## src/rtl/dqts_pkg.sv

```systemverilog
// Shared types and constants for the dual quadrature time setter.
// Used by the channel interfaces, the encoder lanes, the merge stage and the top level.
package dqts_pkg;

    localparam int CFG_DATA_W = 8;

    // Register indexes of the configuration port
    localparam logic CFG_DETENT  = 1'b0;
    localparam logic CFG_VOLSTEP = 1'b1;

    localparam logic [2:0]  DETENT_RESET   = 3'd4;
    localparam logic [7:0]  VOL_STEP_RESET = 8'd50;

    localparam logic [11:0] VOL_RESET = 12'd2047;
    localparam logic [11:0] VOL_MAX   = 12'd4095;
    localparam logic [11:0] VOL_LOW   = 12'd51;
    localparam logic [11:0] VOL_FLOOR = 12'd52;

    localparam logic [5:0]  MIN_WRAP  = 6'd60;
    localparam logic [5:0]  MIN_LAST  = 6'd59;
    localparam logic [4:0]  HOUR_WRAP = 5'd24;
    localparam logic [4:0]  HOUR_LAST = 5'd23;

    // Target codes; the unused code behaves as volume
    localparam logic [1:0] TGT_CLOCK  = 2'd0;
    localparam logic [1:0] TGT_ALARM  = 2'd1;
    localparam logic [1:0] TGT_VOLUME = 2'd2;

    typedef enum logic [1:0] {
        DIR_NONE = 2'd0,
        DIR_CW   = 2'd1,
        DIR_CCW  = 2'd2
    } t_dir;

    // Indexed by {previous phase, current phase}
    localparam t_dir STEP_DIR [16] = '{
        DIR_NONE, DIR_CW,   DIR_CCW,  DIR_NONE,
        DIR_CCW,  DIR_NONE, DIR_NONE, DIR_CW,
        DIR_CW,   DIR_NONE, DIR_NONE, DIR_CCW,
        DIR_NONE, DIR_CCW,  DIR_CW,   DIR_NONE
    };

    typedef struct packed {
        logic up;
        logic dn;
    } t_count;

    typedef struct packed {
        logic [1:0] left_phase;
        logic [1:0] right_phase;
        logic [1:0] target;
        logic [5:0] cur_minutes;
        logic [4:0] cur_hours;
    } t_sample;

    typedef struct packed {
        logic [5:0]  new_minutes;
        logic [4:0]  new_hours;
        logic        write_time;
        logic [11:0] volume_level;
    } t_result;

endpackage

```

## src/rtl/dqts_sample_if.sv

```systemverilog
// Input channel: one encoder sample beat with valid/ready handshake.
// Depends on dqts_pkg for the payload type.
interface dqts_sample_if;
    logic              valid;
    logic              ready;
    dqts_pkg::t_sample payload;

    modport source (output valid, output payload, input ready);
    modport sink   (input valid, input payload, output ready);
endinterface

```

## src/rtl/dqts_result_if.sv

```systemverilog
// Output channel: one result beat with valid/ready handshake.
// Depends on dqts_pkg for the payload type.
interface dqts_result_if;
    logic              valid;
    logic              ready;
    dqts_pkg::t_result payload;

    modport source (output valid, output payload, input ready);
    modport sink   (input valid, input payload, output ready);
endinterface

```

## src/rtl/dqts_lane.sv

```systemverilog
// One encoder lane: previous phase, signed detent accumulator and count decision.
// Depends on dqts_pkg for the transition table and the count type.
module dqts_lane (
    input  logic             i_clk,
    input  logic             i_rst_n,
    input  logic             i_advance,
    input  logic [1:0]       i_phase,
    input  logic [2:0]       i_thr,
    output dqts_pkg::t_count o_count
);

    logic [1:0]        r_prev;
    logic signed [3:0] r_ticks;
    logic signed [3:0] n_ticks;
    dqts_pkg::t_dir    dir;
    logic signed [4:0] sum;
    logic signed [4:0] thr;

    always_comb begin
        dir = dqts_pkg::STEP_DIR[{r_prev, i_phase}];
        thr = $signed({2'b00, i_thr});
        unique case (dir)
            dqts_pkg::DIR_CW:  sum = {r_ticks[3], r_ticks} + 5'sd1;
            dqts_pkg::DIR_CCW: sum = {r_ticks[3], r_ticks} - 5'sd1;
            default:           sum = {r_ticks[3], r_ticks};
        endcase
        o_count = '0;
        n_ticks = sum[3:0];
        // Clear the accumulator whenever it reaches a detent either way
        if (sum >= thr) begin
            o_count.up = 1'b1;
            n_ticks    = '0;
        end else if (sum <= -thr) begin
            o_count.dn = 1'b1;
            n_ticks    = '0;
        end
    end

    always_ff @(posedge i_clk) begin
        if (!i_rst_n) begin
            r_prev  <= '0;
            r_ticks <= '0;
        end else if (i_advance) begin
            r_prev  <= i_phase;
            r_ticks <= n_ticks;
        end
    end

endmodule

```

## src/rtl/dqts_merge.sv

```systemverilog
// Merge stage: applies the two lane counts to minutes/hours or to the stored volume.
// Depends on dqts_pkg for constants and the result type.
module dqts_merge (
    input  logic              i_clk,
    input  logic              i_rst_n,
    input  logic              i_advance,
    input  logic [1:0]        i_target,
    input  logic [5:0]        i_minutes,
    input  logic [4:0]        i_hours,
    input  dqts_pkg::t_count  i_left,
    input  dqts_pkg::t_count  i_right,
    input  logic [7:0]        i_vol_step,
    output dqts_pkg::t_result o_result
);

    logic [11:0]        r_volume;
    logic [11:0]        n_volume;
    logic               time_mode;
    logic signed [7:0]  mins;
    logic signed [6:0]  hrs;
    logic signed [13:0] delta;
    logic signed [13:0] vol_sum;
    logic signed [13:0] step;
    logic [2:0]         cnt_sel;

    always_comb begin
        time_mode = (i_target == dqts_pkg::TGT_CLOCK) || (i_target == dqts_pkg::TGT_ALARM);

        mins = $signed({2'b00, i_minutes});
        if (i_left.up) begin
            mins = mins + 8'sd1;
        end else if (i_left.dn) begin
            mins = mins - 8'sd1;
        end
        hrs = $signed({2'b00, i_hours});
        if (i_right.up) begin
            hrs = hrs + 7'sd1;
        end else if (i_right.dn) begin
            hrs = hrs - 7'sd1;
        end

        // Net count -2..+2 picks a multiple of the step
        step    = $signed({6'd0, i_vol_step});
        cnt_sel = {2'b00, i_left.up} + {2'b00, i_right.up}
                  - {2'b00, i_left.dn} - {2'b00, i_right.dn};
        unique case (cnt_sel)
            3'd1:    delta = step;
            3'd2:    delta = step <<< 1;
            3'd7:    delta = -step;
            3'd6:    delta = -(step <<< 1);
            default: delta = '0;
        endcase
        vol_sum = $signed({2'b00, r_volume}) + delta;

        n_volume = r_volume;
        if (!time_mode) begin
            priority if (vol_sum > $signed({2'b00, dqts_pkg::VOL_MAX})) begin
                n_volume = dqts_pkg::VOL_MAX;
            end else if (vol_sum < $signed({2'b00, dqts_pkg::VOL_LOW})) begin
                n_volume = dqts_pkg::VOL_FLOOR;
            end else begin
                n_volume = vol_sum[11:0];
            end
        end

        o_result = '0;
        o_result.volume_level = n_volume;
        if (time_mode) begin
            o_result.write_time = 1'b1;
            priority if (mins >= $signed({2'b00, dqts_pkg::MIN_WRAP})) begin
                o_result.new_minutes = mins[5:0] - dqts_pkg::MIN_WRAP;
            end else if (mins < 8'sd0) begin
                o_result.new_minutes = dqts_pkg::MIN_LAST;
            end else begin
                o_result.new_minutes = mins[5:0];
            end
            priority if (hrs >= $signed({2'b00, dqts_pkg::HOUR_WRAP})) begin
                o_result.new_hours = '0;
            end else if (hrs < 7'sd0) begin
                o_result.new_hours = dqts_pkg::HOUR_LAST;
            end else begin
                o_result.new_hours = hrs[4:0];
            end
        end
    end

    always_ff @(posedge i_clk) begin
        if (!i_rst_n) begin
            r_volume <= dqts_pkg::VOL_RESET;
        end else if (i_advance) begin
            r_volume <= n_volume;
        end
    end

endmodule

```

## src/rtl/dual_quadrature_time_setter_unit.sv

```systemverilog
// Dual quadrature time setter. Takes one sample beat per clock while ready is high: the
// left and right encoder lanes and the merge stage finish a sample in the cycle it is
// accepted; the result is registered in the output register (skid register on a stall).
// This two-entry buffer admits one more beat while a result waits; input ready drops only
// when both are full. Configuration (detent steps, reset 4; volume step, reset 50) takes
// effect on the next beat. The user must write it only while idle; the unit does not check.
module dual_quadrature_time_setter_unit (
    input  logic                          i_clk,
    input  logic                          i_rst_n,
    dqts_sample_if.sink                   i_sample,
    dqts_result_if.source                 o_result,
    input  logic                          i_cfg_we,
    input  logic                          i_cfg_idx,
    input  logic [dqts_pkg::CFG_DATA_W-1:0] i_cfg_data
);

    logic [2:0]        r_detent;
    logic [7:0]        r_vol_step;
    logic [2:0]        thr;
    logic              accept;
    dqts_pkg::t_count  left_cnt;
    dqts_pkg::t_count  right_cnt;
    dqts_pkg::t_result merged;

    logic              r_out_v;
    dqts_pkg::t_result r_out;
    logic              r_skid_v;
    dqts_pkg::t_result r_skid;

    assign thr      = (r_detent == 3'd0) ? 3'd1 : r_detent;
    assign accept   = i_sample.valid && i_sample.ready;
    assign i_sample.ready  = !r_skid_v;
    assign o_result.valid  = r_out_v;
    assign o_result.payload = r_out;

    always_ff @(posedge i_clk) begin
        if (!i_rst_n) begin
            r_detent   <= dqts_pkg::DETENT_RESET;
            r_vol_step <= dqts_pkg::VOL_STEP_RESET;
        end else if (i_cfg_we) begin
            unique case (i_cfg_idx)
                dqts_pkg::CFG_DETENT:  r_detent   <= i_cfg_data[2:0];
                dqts_pkg::CFG_VOLSTEP: r_vol_step <= i_cfg_data[7:0];
                default: ;
            endcase
        end
    end

    dqts_lane u_left (
        .i_clk     (i_clk),
        .i_rst_n   (i_rst_n),
        .i_advance (accept),
        .i_phase   (i_sample.payload.left_phase),
        .i_thr     (thr),
        .o_count   (left_cnt)
    );

    dqts_lane u_right (
        .i_clk     (i_clk),
        .i_rst_n   (i_rst_n),
        .i_advance (accept),
        .i_phase   (i_sample.payload.right_phase),
        .i_thr     (thr),
        .o_count   (right_cnt)
    );

    dqts_merge u_merge (
        .i_clk      (i_clk),
        .i_rst_n    (i_rst_n),
        .i_advance  (accept),
        .i_target   (i_sample.payload.target),
        .i_minutes  (i_sample.payload.cur_minutes),
        .i_hours    (i_sample.payload.cur_hours),
        .i_left     (left_cnt),
        .i_right    (right_cnt),
        .i_vol_step (r_vol_step),
        .o_result   (merged)
    );

    // Output register refills from the skid first; park a new beat in the skid on a stall
    always_ff @(posedge i_clk) begin
        if (!i_rst_n) begin
            r_out_v  <= 1'b0;
            r_skid_v <= 1'b0;
        end else if (!r_out_v || o_result.ready) begin
            r_out_v  <= r_skid_v || accept;
            r_skid_v <= 1'b0;
        end else if (accept) begin
            r_skid_v <= 1'b1;
        end
    end

    always_ff @(posedge i_clk) begin
        if (!r_out_v || o_result.ready) begin
            r_out <= r_skid_v ? r_skid : merged;
        end else if (accept) begin
            r_skid <= merged;
        end
    end

`ifndef NO_ASSERTIONS
    a_skid_behind_out: assert property (@(posedge i_clk) disable iff (!i_rst_n)
        r_skid_v |-> r_out_v)
        else $error("skid holds a beat while output register is empty");

    a_lane_count_one_way: assert property (@(posedge i_clk) disable iff (!i_rst_n)
        !(left_cnt.up && left_cnt.dn) && !(right_cnt.up && right_cnt.dn))
        else $error("lane reports both directions");

    a_volume_floor: assert property (@(posedge i_clk) disable iff (!i_rst_n)
        r_out_v |-> (r_out.volume_level >= dqts_pkg::VOL_LOW))
        else $error("volume below floor");

    a_hours_range: assert property (@(posedge i_clk) disable iff (!i_rst_n)
        r_out_v |-> (r_out.new_hours < dqts_pkg::HOUR_WRAP))
        else $error("hours out of range");

    a_volume_mode_clear: assert property (@(posedge i_clk) disable iff (!i_rst_n)
        (r_out_v && !r_out.write_time) |-> (r_out.new_minutes == '0 && r_out.new_hours == '0))
        else $error("time fields set in volume mode");
`endif

endmodule
```

## src/flat_wrapper.sv

```systemverilog
// flat-port wrapper written by rule: the top's interface ports become plain ports
module dual_quadrature_time_setter_unit_flat 
  (i_clk, i_rst_n, i_cfg_we, i_cfg_idx, i_cfg_data, i_sample_valid, i_sample_payload, i_sample_ready, o_result_valid, o_result_payload, o_result_ready);
  dqts_sample_if i_sample_i ();
  dqts_result_if o_result_i ();
  input  logic i_clk;
  input  logic i_rst_n;
  input  logic i_cfg_we;
  input  logic i_cfg_idx;
  input  logic [dqts_pkg::CFG_DATA_W-1:0] i_cfg_data;
  input wire logic [$bits(i_sample_i.valid)-1:0] i_sample_valid;
  input wire logic [$bits(i_sample_i.payload)-1:0] i_sample_payload;
  output wire logic [$bits(i_sample_i.ready)-1:0] i_sample_ready;
  output wire logic [$bits(o_result_i.valid)-1:0] o_result_valid;
  output wire logic [$bits(o_result_i.payload)-1:0] o_result_payload;
  input wire logic [$bits(o_result_i.ready)-1:0] o_result_ready;
  assign i_sample_i.valid = i_sample_valid;
  assign i_sample_i.payload = i_sample_payload;
  assign i_sample_ready = i_sample_i.ready;
  assign o_result_valid = o_result_i.valid;
  assign o_result_payload = o_result_i.payload;
  assign o_result_i.ready = o_result_ready;
  dual_quadrature_time_setter_unit u_core (.i_clk(i_clk), .i_rst_n(i_rst_n), .i_sample(i_sample_i), .o_result(o_result_i), .i_cfg_we(i_cfg_we), .i_cfg_idx(i_cfg_idx), .i_cfg_data(i_cfg_data));
endmodule
```

## config.mk

```make
export PLATFORM = sky130hd
export DESIGN_NAME = dual_quadrature_time_setter_unit_flat
export DESIGN_NICKNAME = d
export VERILOG_FILES = /design/src/rtl/dqts_pkg.sv /design/src/rtl/dqts_sample_if.sv /design/src/rtl/dqts_result_if.sv /design/src/rtl/dqts_lane.sv /design/src/rtl/dqts_merge.sv /design/src/rtl/dual_quadrature_time_setter_unit.sv /design/src/flat_wrapper.sv
export SDC_FILE = /design/constraint.sdc
export NUM_CORES = 1
export LEC_CHECK = 0
export CAP_MARGIN = 20
export CELL_PAD_IN_SITES_DETAIL_PLACEMENT = 1
export CELL_PAD_IN_SITES_GLOBAL_PLACEMENT = 2
export CORE_ASPECT_RATIO = 0.7
export CORE_MARGIN = 1
export CORE_UTILIZATION = 30
export CTS_CLUSTER_DIAMETER = 200
export DETAILED_ROUTE_END_ITERATION = 7
export DONT_BUFFER_PORTS = 1
export GPL_ROUTABILITY_DRIVEN = 0
export GPL_TIMING_DRIVEN = 0
export HOLD_SLACK_MARGIN = 0.02
export PLACE_DENSITY_LB_ADDON = 0.1
export SLEW_MARGIN = 20
export SYNTH_ARGS = -nofsm -noshare
export SYNTH_HDL_FRONTEND = slang
export SYNTH_SLANG_ARGS = --single-unit
```

## constraint.sdc

```tcl
create_clock -name i_clk -period 14.4 [get_ports i_clk]
set_input_delay 2.88 -clock i_clk [delete_from_list [all_inputs] [get_ports i_clk]]
set_output_delay 2.88 -clock i_clk [all_outputs]
set_load 0.02 [all_outputs]
```

==> metrics.yaml, run 1 <==
clocking:
  tritoncts: "yes"
  cts_buffer_depth: 2
  clock_sink_count: 85
  postCtsHoldBufs: 0
  clk_pin_slew_ps: 70
  cts_htree_levels: 3
  cts-buffers-inserted: 9
  post-cts-setup-buffers: 0
  cts_root_buffer: "clkbuf_16"
  post_cts_resize_count: 0
  clock_insertion_delay_worst_skew_ps: 350
synthesis:
  synth_top_area_share_pct: 23.2
  yosys_warns: 0
  synth-edff-count: 48
  syn-mean-instance-area_sq_um: 8.75
  synth_cell_type_count: 72
  synthCells: 709
  ys_seq_elements: 85
  netlist_top_cells_area: "edfxtp_1 23%, dfxtp_1 12%, ha_1 8.5%"
  synth_sequential_area_ratio_pct: 35.2
  postSynth.topFlopCell: "edfxtp_1"
  synth_top_area_cell: "edfxtp_1"
  synth_async_sr_flop_share_pct: 0
  synth.cell_area_sq_um: 6200
  synth_most_common_cell: "nand2_1"
  most_frequent_cells_after_synthesis: "85 x nand2_1, 58 x nor2_1, 48 x edfxtp_1"
drt:
  postRouteAntennaNets: 0
  detailroute.via_count: 5191
  vias_per_cell: 5.21
  wl_per_cell_microns: 18.0
  drcViolationCount: 0
  detailedRoute.firstPassIterationCount: 5
  detailedRoute.firstIterationViolations: 267
  routed_wirelength_mm: 18.0
worst_setup_path:
  regToRegStartpoint: "u_core.u_right.r_prev[1]"
  worstPathBufferInverterCount: 5
  critPathMostFrequentCell: "ha_1"
  crit_start: "i_sample_payload[13]"
  critical_path.slowest_cell: "a31oi_1"
  crit_fanout: 10
  worstPathArrival_ps: 11110
  critPathCaptureType: "flip-flop"
  path_delay_family: "compound AO/OA/AOI/OAI gates"
  reg2regPathDepth: 36
  timing.critical_path.from_type: "primary input"
  critical_path_depth: 36
  worstPathRequired_ps: 14550
  slowest_stage_delay_cp_ps: 660
  worst-setup-path-type: "in2reg"
sta:
  worst_pin_slew_ps: 929
  timing.final.hold_violations: 0
  unrepaired_setup_endpoints_after_global_routing: "no"
  timing.slew.headroom_pct: 37.5
  holdWs_ps: 479
  max_freq_mhz: 91.2
  fin_tns_setup_ps: 0
  slew_viol_final: 0
  fraction_of_the_cycle_the_final_worst_path_needs_pct: 76.1
  shortest_clock_period_the_worst_path_allows_after_layout_ps: 10970
  setup_viol: 0
  skew_ps: 6.00
finish:
  layout_cells_sized_above_1_pct: 6.75
  layout.filler_cells: 2336
  area_added_between_synthesis_and_finish_pct: 10.5
  ant_diodes: 0
  finish.net_count: 796
global_route:
  grt_util_all_layers_pct: 17.7
  grt_overflow_total: 0
  grt_pass1_vias: 5260
  grt_start_max_net_pins: 28
  first_pass_grt_wire_length_mm: 29.3
  grt_antenna_before_repair: 0
worst_hold_path:
  worstHoldPathCells: 2
  holdCritPathClass: "reg2reg"
  min-delay-start: "u_core.u_right.r_prev[0]"
power:
  p_clk_share_pct: 15.5
  power.ir.vdd_worst_mv: 0.0950
  pwr-share-comb_pct: 60.0
  power.internal_uw: 841
  finalPower_mw: 1.58
  powerDensity_nw_per_um2: 230
  static_leakage_power_nw: 2.61
  swShare_pct: 46.7
  seq_pwr_share_pct: 24.5
  p_sw_uw: 736
place:
  port-buffer-count: 0
  hpwl_mm: 14.1
floorplan:
  pin_count: 57
  die_area_sq_um: 21300
  floorplan.die.width_microns: 174
  dieHeight_microns: 122
  core_sq_um: 20000
  rows: 43
  initial_core_util_pct: 31.0
flow_run:
  max_cap_violations: 0
run_status:
  outcome: "finished, final reports clean"
[path summary, 6_finish.rpt]
| path | endpoint | slack (ps) |
|---|---|---|
| min | u_core.u_right.r_prev[0] | 480 |
| max reg2reg | u_core.o_result.payload[3] | 5610 |
| min reg2reg | u_core.u_right.r_prev[0] | 480 |
| max | u_core.o_result.payload[3] | 3430 |
[through the flow]
stage	worst slack (ps)	cell area [sq um]	utilization, %	std cells
2_1_floorplan	4580	6200	-	710
3_3_place_gp	3140	6540	32.7	980
3_5_place_dp	3110	6550	32.7	980
4_1_cts	3450	6850	34.2	996
5_1_grt	2870	6850	34.2	996
6_report	3430	6850	34.2	996
[area by class of cell]
cell class | count | area, sq um | share of cell area (%)
buffer | 34 | 158 | 2.30
clock buffer | 10 | 229 | 3.34
clock inverter | 6 | 71.3 | 1.04
inverter | 41 | 154 | 2.25
multi-input combinational | 550 | 3720 | 54.3
sequential | 85 | 2180 | 31.8
tap | 270 | 338 | 4.93
[layer usage]
| metal | wire length, microns | vias to the layer above | share of wire, % | track usage (%) |
|---|---|---|---|---|
| met4 | 102 | 0 | 0.57 | 2.96 |
| li1 | - | 2616 | - | - |
| met3 | 556 | 8 | 3.1 | 3.25 |
| met2 | 7080 | 80 | 39 | 25.3 |
| met5 | 0 | - | 0 | 0 |
| met1 | 10200 | 2487 | 57 | 27.4 |
[cell families after synthesis]
logic type / share of synthesized area (%)
XOR/XNOR: 5.61
AO/OA/AOI/OAI: 20.3
adder cells (fa/ha/maj): 9.12
AND/OR/NAND/NOR: 20.9
other: 0.0605
flip-flops: 35.2
buffers and inverters: 5.02
multiplexers: 3.83
[cell usage in the layout, fill, tap and decap left out, types with 16 or more instances in the layout]
cell	n
a21oi_1	30
a31oi_1	16
clkbuf_1	24
dfxtp_1	37
edfxtp_1	48
ha_1	42
inv_1	40
nand2_1	85
nand3_1	21
nor2_1	57
o21ai_0	35
xnor2_1	22
[worst register-to-register path: cells and delay by family (launching register included)]
family | cells | cell delay (ps)
adder cells (fa/ha/maj) | 7 | 2110
AND/OR/NAND/NOR | 9 | 1470
flip-flops | 1 | 340
XOR/XNOR | 5 | 1230
AO/OA/AOI/OAI | 10 | 2780
buffers and inverters | 5 | 650
[registers in the layout, summed over array words and instances, names as in the netlist]
register                 cells
u_core.u_right.r_prev        2
u_core.u_left.r_ticks        4
u_core.r_vol_step            8
u_core.r_detent              3
u_core.u_merge.r_volume     12
u_core.u_right.r_ticks       4
u_core.o_result.valid        1
u_core.o_result.payload     24
u_core.u_left.r_prev         2
u_core.r_skid               24
u_core.r_skid_v              1
[power groups by stage]
| stage | registers [mW] | clock network (mW) | logic (mW) |
|---|---|---|---|
| 5_1_grt | 0.392 | 0.265 | 1.07 |
| 2_1_floorplan | 0.380 | 0 | 0.695 |
| 3_3_place_gp | 0.390 | 0 | 0.924 |
| 3_5_place_dp | 0.392 | 0 | 0.942 |
| 6_report | 0.387 | 0.244 | 0.946 |
| 4_1_cts | 0.387 | 0.255 | 0.950 |
Note: power is estimated with default switching activity, not from simulation.
==> inputs of run 2 (changes only) <==
Clock period 14.4 ns to 9.4 ns, I/O delays scaled along.
==> metrics.yaml, run 2 (synthesized netlist as in run 1, its figures left out) <==
global_route:
  grt_antenna_before_repair: 0  # unchanged
  grt_pass1_vias: 5284  # was 5260
  grt_start_max_net_pins: 28  # unchanged
  first_pass_grt_wire_length_mm: 29.4  # was 29.3 mm
  grt_overflow_total: 0  # unchanged
  grt_util_all_layers_pct: 17.7  # about the same
drt:
  wl_per_cell_microns: 18.1  # was 18.0 microns
  drcViolationCount: 0  # unchanged
  detailroute.via_count: 5203  # was 5191
  postRouteAntennaNets: 0  # unchanged
  vias_per_cell: 5.22  # was 5.21
  detailedRoute.firstPassIterationCount: 4  # was 5
  detailedRoute.firstIterationViolations: 313  # was 267
  routed_wirelength_mm: 18.1  # was 18.0 mm
sta:
  max_freq_mhz: 111
  fin_tns_setup_ps: 0  # unchanged
  shortest_clock_period_the_worst_path_allows_after_layout_ps: 9000
  setup_slack_ps: 396  # was 3430 ps
  setup_viol: 0  # unchanged
  worst_pin_slew_ps: 929  # about the same
  slew_viol_final: 0  # unchanged
  skew_ps: 5.43  # was 6.00 ps
  fraction_of_the_cycle_the_final_worst_path_needs_pct: 95.8
  timing.final.hold_violations: 0  # unchanged
  holdWs_ps: 479  # about the same
  timing.slew.headroom_pct: 37.5  # about the same
place:
  placement.setup.worst_slack_ps: -894  # was 3110 ps
  port-buffer-count: 0  # unchanged
  dpl_cell_area_sq_um: 6550  # unchanged
  placed_cells: 980  # unchanged
  hpwl_mm: 14.1  # unchanged
floorplan:
  core_sq_um: 20000  # unchanged
  die_area_sq_um: 21300  # unchanged
  dieHeight_microns: 122  # unchanged
  rows: 43  # unchanged
  pin_count: 57  # unchanged
  initial_core_util_pct: 31.0  # unchanged
  floorplan.die.width_microns: 174  # unchanged
worst_hold_path:
  holdCritPathClass: "reg2reg"  # unchanged
finish:
  non_filler_cells_final: 997  # was 996
  layout.cells.most_common: "nand2_1"  # unchanged
  layout.cells.most_common_list: "84 x nand2_1, 57 x nor2_1, 48 x edfxtp_1"  # was 85 x nand2_1, 57 x nor2_1, 48 x edfxtp_1
  area_added_between_synthesis_and_finish_pct: 13.0  # was 10.5%
  area_of_all_placed_cells_without_fillers_sq_um: 7010  # was 6850 sq um
  ant_diodes: 0  # unchanged
  final_core_util_pct: 35.0  # was 34.2%
  finish.net_count: 797  # was 796
  layout_cells_sized_above_1_pct: 10.2  # was 6.75%
worst_setup_path:
  timing.critical_path.from_type: "primary input"  # unchanged
  crit_fanout: 10  # unchanged
  critical_path.slowest_cell: "fa_1"  # was a31oi_1
  worstPathRequired_ps: 9500  # was 14550 ps
  worstPathArrival_ps: 9100  # was 11110 ps
  critPathCaptureType: "flip-flop"  # unchanged
  slowest_stage_delay_cp_ps: 500  # was 660 ps
  worst-setup-path-type: "in2reg"  # unchanged
flow_run:
  max_cap_violations: 0  # unchanged
power:
  powerDensity_nw_per_um2: 358  # was 230 nW/um^2
  power.ir.vdd_worst_mv: 0.148  # was 0.0950 mV
  static_leakage_power_nw: 2.67  # was 2.61 nW
  finalPower_mw: 2.51  # was 1.58 mW
clocking:
  cts-buffers-inserted: 9  # unchanged
  clk_pin_slew_ps: 70  # about the same
  clock_insertion_delay_worst_skew_ps: 350  # about the same
  clock_sink_count: 85  # unchanged
  cts_htree_levels: 3  # unchanged
  postCtsHoldBufs: 0  # unchanged
  cts_root_buffer: "clkbuf_16"  # unchanged
  tritoncts: "yes"  # unchanged
  cts_buffer_depth: 2  # unchanged
run_status:
  outcome: "finished, final reports clean"  # unchanged
-- run 2: changes by cell type in the layout (fill, tap and decap cells not counted), moves of 3 or more --
cell      change
a21oi_1       -6
a21oi_2       +6
buf_4         +3
clkbuf_1      -3
clkbuf_4      +3
ha_1          -3
xnor2_1       -3
-- run 2: area by class of cell --
cell class              instances  area, sq um
inverters                      41          154
fillers                      2319        13000
repair buffers                  2         15.0
flip-flops and latches         85         2180
clock buffers                  10          229
well taps                     270          338
clock inverters                 6         71.3
multi-input cells             550         3850
plain buffers                  33          168
-- run 2: final timing paths --
kind	start	endpoint	slack, ps	depth (start not counted)
worst max register to register	u_core.u_right.r_prev[1]	u_core.o_result.payload[9]	1580	34
worst min register to register	u_core.u_right.r_prev[0]	u_core.u_right.r_prev[0]	480	2
worst max-delay path	i_sample_payload[13]	u_core.o_result.payload[9]	400	34
worst min-delay path	u_core.u_right.r_prev[0]	u_core.u_right.r_prev[0]	480	2
-- run 2: routing by layer --
metal,share of wire [%],vias to the layer above,global-route usage (%)
li1,-,2608,-
met1,57,2518,27.4
met2,40,68,25.4
met3,2.9,9,3.25
met4,0.63,0,2.96
met5,0,-,0
-- run 2: worst max-delay path: cells and delay by family --
kind | cells | cell delay, ps
and+or+nand+nor | 7 | 1210
adders and majority gates | 7 | 2220
muxes | 3 | 870
buffers and inverters | 6 | 740
AOI/OAI and AO/OA | 8 | 1650
xor gates and xnor gates | 3 | 520
-- run 2: timing repair --
action,in CTS,in global routing
gates resized for setup,6,33
gates cloned,0,0
pin swaps,0,3
buffers inserted,0,2
setup endpoints to repair,33,36
-- run 2: where the power goes --
part | internal, mW | switching, mW | leakage [nW]
clock network | 0.209 | 0.164 | 0.142
logic | 0.624 | 0.915 | 1.77
registers | 0.510 | 0.0828 | 0.763
total | 1.34 | 1.16 | 2.67
==> inputs of run 3 (changes only) <==
==> constraint.sdc (replaced) <==
create_clock -name i_clk -period 9.4 [get_ports i_clk]
set_input_delay 0 -clock i_clk [delete_from_list [all_inputs] [get_ports i_clk]]
set_output_delay 0 -clock i_clk [all_outputs]
set_load 0.02 [all_outputs]
==> metrics.yaml, run 3 (synthesized netlist as in run 1, its figures left out) <==
run_status:
  outcome: "finished, final reports clean"  # unchanged
worst_setup_path:
  worst-setup-path-type: "reg2reg"  # was in2reg
  r2r_setup_slack_ps: 600  # was 1580 ps
  slowest_stage_delay_cp_ps: 650  # was 500 ps
  timing.critical_path.from_type: "flip-flop"  # was primary input
  crit_start: "u_core.u_right.r_prev[1]"  # was i_sample_payload[13]
  critical_path.slowest_cell: "a31oi_1"  # was fa_1
  crit_fanout: 10  # unchanged
  regToRegStartpoint: "u_core.u_right.r_prev[1]"  # unchanged
  worstPathRequired_ps: 9550  # was 9500 ps
  critPathCaptureType: "flip-flop"  # unchanged
  critPathMostFrequentCell: "ha_1"
  worstPathArrival_ps: 8950  # was 9100 ps
place:
  port-buffer-count: 0  # unchanged
  placement.setup.worst_slack_ps: 647  # was -894 ps
  dpl_cell_area_sq_um: 6550  # unchanged
  hpwl_mm: 14.1  # unchanged
  placed_cells: 980  # unchanged
worst_hold_path:
  min-delay-start: "i_cfg_we"  # was u_core.u_right.r_prev[0]
  holdCritPathClass: "in2reg"  # was reg2reg
power:
  p_sw_mw: 1.13  # was 1.16 mW
  seq_pwr_share_pct: 24.4  # was 23.7%
  powerDensity_nw_per_um2: 344  # was 358 nW/um^2
  power.ir.vdd_worst_mv: 0.146  # was 0.148 mV
  p_clk_share_pct: 15.4  # was 14.9%
  pwr-share-comb_pct: 60.1  # was 61.4%
  static_leakage_power_nw: 2.70  # was 2.67 nW
  power.internal_mw: 1.29  # was 1.34 mW
  swShare_pct: 46.6  # was 46.4%
sta:
  timing.final.hold_violations: 0  # unchanged
  worst_pin_slew_ps: 930  # was 929 ps
  fin_tns_setup_ps: 0  # unchanged
  setup_viol: 0  # unchanged
  unrepaired_setup_endpoints_after_global_routing: "no"
  slew_viol_final: 0  # unchanged
  timing.slew.headroom_pct: 37.4  # was 37.5%
  setup_slack_ps: 600  # was 396 ps
  skew_ps: 5.68  # was 5.43 ps
  fraction_of_the_cycle_the_final_worst_path_needs_pct: 93.6  # was 95.8%
  shortest_clock_period_the_worst_path_allows_after_layout_ps: 8800  # was 9000 ps
  max_freq_mhz: 114  # was 111 MHz
  holdWs_ps: 25.5  # was 479 ps
floorplan:
  floorplan.die.width_microns: 174  # unchanged
  dieHeight_microns: 122  # unchanged
  core_sq_um: 20000  # unchanged
  initial_core_util_pct: 31.0  # unchanged
  rows: 43  # unchanged
  die_area_sq_um: 21300  # unchanged
  pin_count: 57  # unchanged
clocking:
  cts-buffers-inserted: 9  # unchanged
  clock_insertion_delay_worst_skew_ps: 350  # about the same
  tritoncts: "yes"  # unchanged
  clock_sink_count: 85  # unchanged
  cts_htree_levels: 3  # unchanged
  clk_pin_slew_ps: 70  # about the same
  post-cts-setup-buffers: 0  # unchanged
  cts_buffer_depth: 2  # unchanged
  cts_root_buffer: "clkbuf_16"  # unchanged
  post_cts_resize_count: 0  # was 6
global_route:
  grt_antenna_before_repair: 0  # unchanged
  grt_pass1_vias: 5345  # was 5284
  grt_overflow_total: 0  # unchanged
  grt_start_max_net_pins: 28  # unchanged
  grt_util_all_layers_pct: 17.9  # was 17.7%
  first_pass_grt_wire_length_mm: 29.7  # was 29.4 mm
finish:
  layout.cells.most_common: "nand2_1"  # unchanged
  non_filler_cells_final: 1016  # was 997
  ant_diodes: 0  # unchanged
  area_of_all_placed_cells_without_fillers_sq_um: 7050  # was 7010 sq um
  layout.cells.most_common_list: "85 x nand2_1, 57 x nor2_1, 48 x edfxtp_1"  # was 84 x nand2_1, 57 x nor2_1, 48 x edfxtp_1
  finish.net_count: 816  # was 797
  layout_cells_sized_above_1_pct: 6.57  # was 10.2%
  area_added_between_synthesis_and_finish_pct: 13.7  # was 13.0%
flow_run:
  max_cap_violations: 0  # unchanged
drt:
  wl_per_cell_microns: 17.8  # was 18.1 microns
  drcViolationCount: 0  # unchanged
  routed_wirelength_mm: 18.1  # about the same
  detailroute.via_count: 5280  # was 5203
  vias_per_cell: 5.20  # was 5.22
  postRouteAntennaNets: 0  # unchanged
  detailedRoute.firstPassIterationCount: 5  # was 4
  detailedRoute.firstIterationViolations: 271  # was 313
## run 3: metrics by stage
step / total power [mW] / utilization (%)
final: 2.42 / 35.2
after global routing: 2.65 / 35.2
after CTS: 2.45 / 35.2
after detailed placement: 2.04 / 32.7
after global placement: 2.01 / 32.7
after floorplan: 1.65 / -
## run 3: final cells by class
cell class	count	area, sq um
fill	2328	13000
inverter	41	154
sequential	85	2180
multi-input combinational	550	3720
clock buffer	10	229
clock inverter	6	71.3
timing repair buffer	20	200
tap	270	338
buffer	34	158
## run 3: path summary, 6_finish.rpt
path / to / cells past startpoint
max: u_core.o_result.payload[3] / 36
min: u_core.r_vol_step[2] / 3
max reg2reg: u_core.o_result.payload[3] / 36
min reg2reg: u_core.u_right.r_prev[0] / 2
## run 3: critical path, delay by kind of cell (launching register included)
kind | cells | cell delay, ps
XOR/XNOR | 5 | 1230
buffers and inverters | 5 | 640
flip-flops | 1 | 340
adder cells (fa/ha/maj) | 7 | 2110
AO/OA/AOI/OAI | 10 | 2770
AND/OR/NAND/NOR | 9 | 1470
## run 3: layer usage
metal | vias up | global-route usage [%] | wire, microns
met5 | - | 0 | 0
met4 | 0 | 2.96 | 102
met3 | 8 | 3.04 | 457
met2 | 74 | 25.8 | 7230
met1 | 2542 | 27.7 | 10300
li1 | 2656 | - | -
## run 3: power groups by stage
| stage | combinational [mW] | clock (mW) | sequential, mW |
|---|---|---|---|
| after floorplan | 1.06 | 0 | 0.582 |
| after global placement | 1.42 | 0 | 0.598 |
| after detailed placement | 1.44 | 0 | 0.601 |
| after CTS | 1.46 | 0.391 | 0.593 |
| after global routing | 1.64 | 0.405 | 0.600 |
| final | 1.46 | 0.374 | 0.592 |
## run 3: timing repair
item                                    CTS  global route
hold buffers                             20             0
endpoints found under the hold margin    18             0
endpoints found under the setup margin    0             0
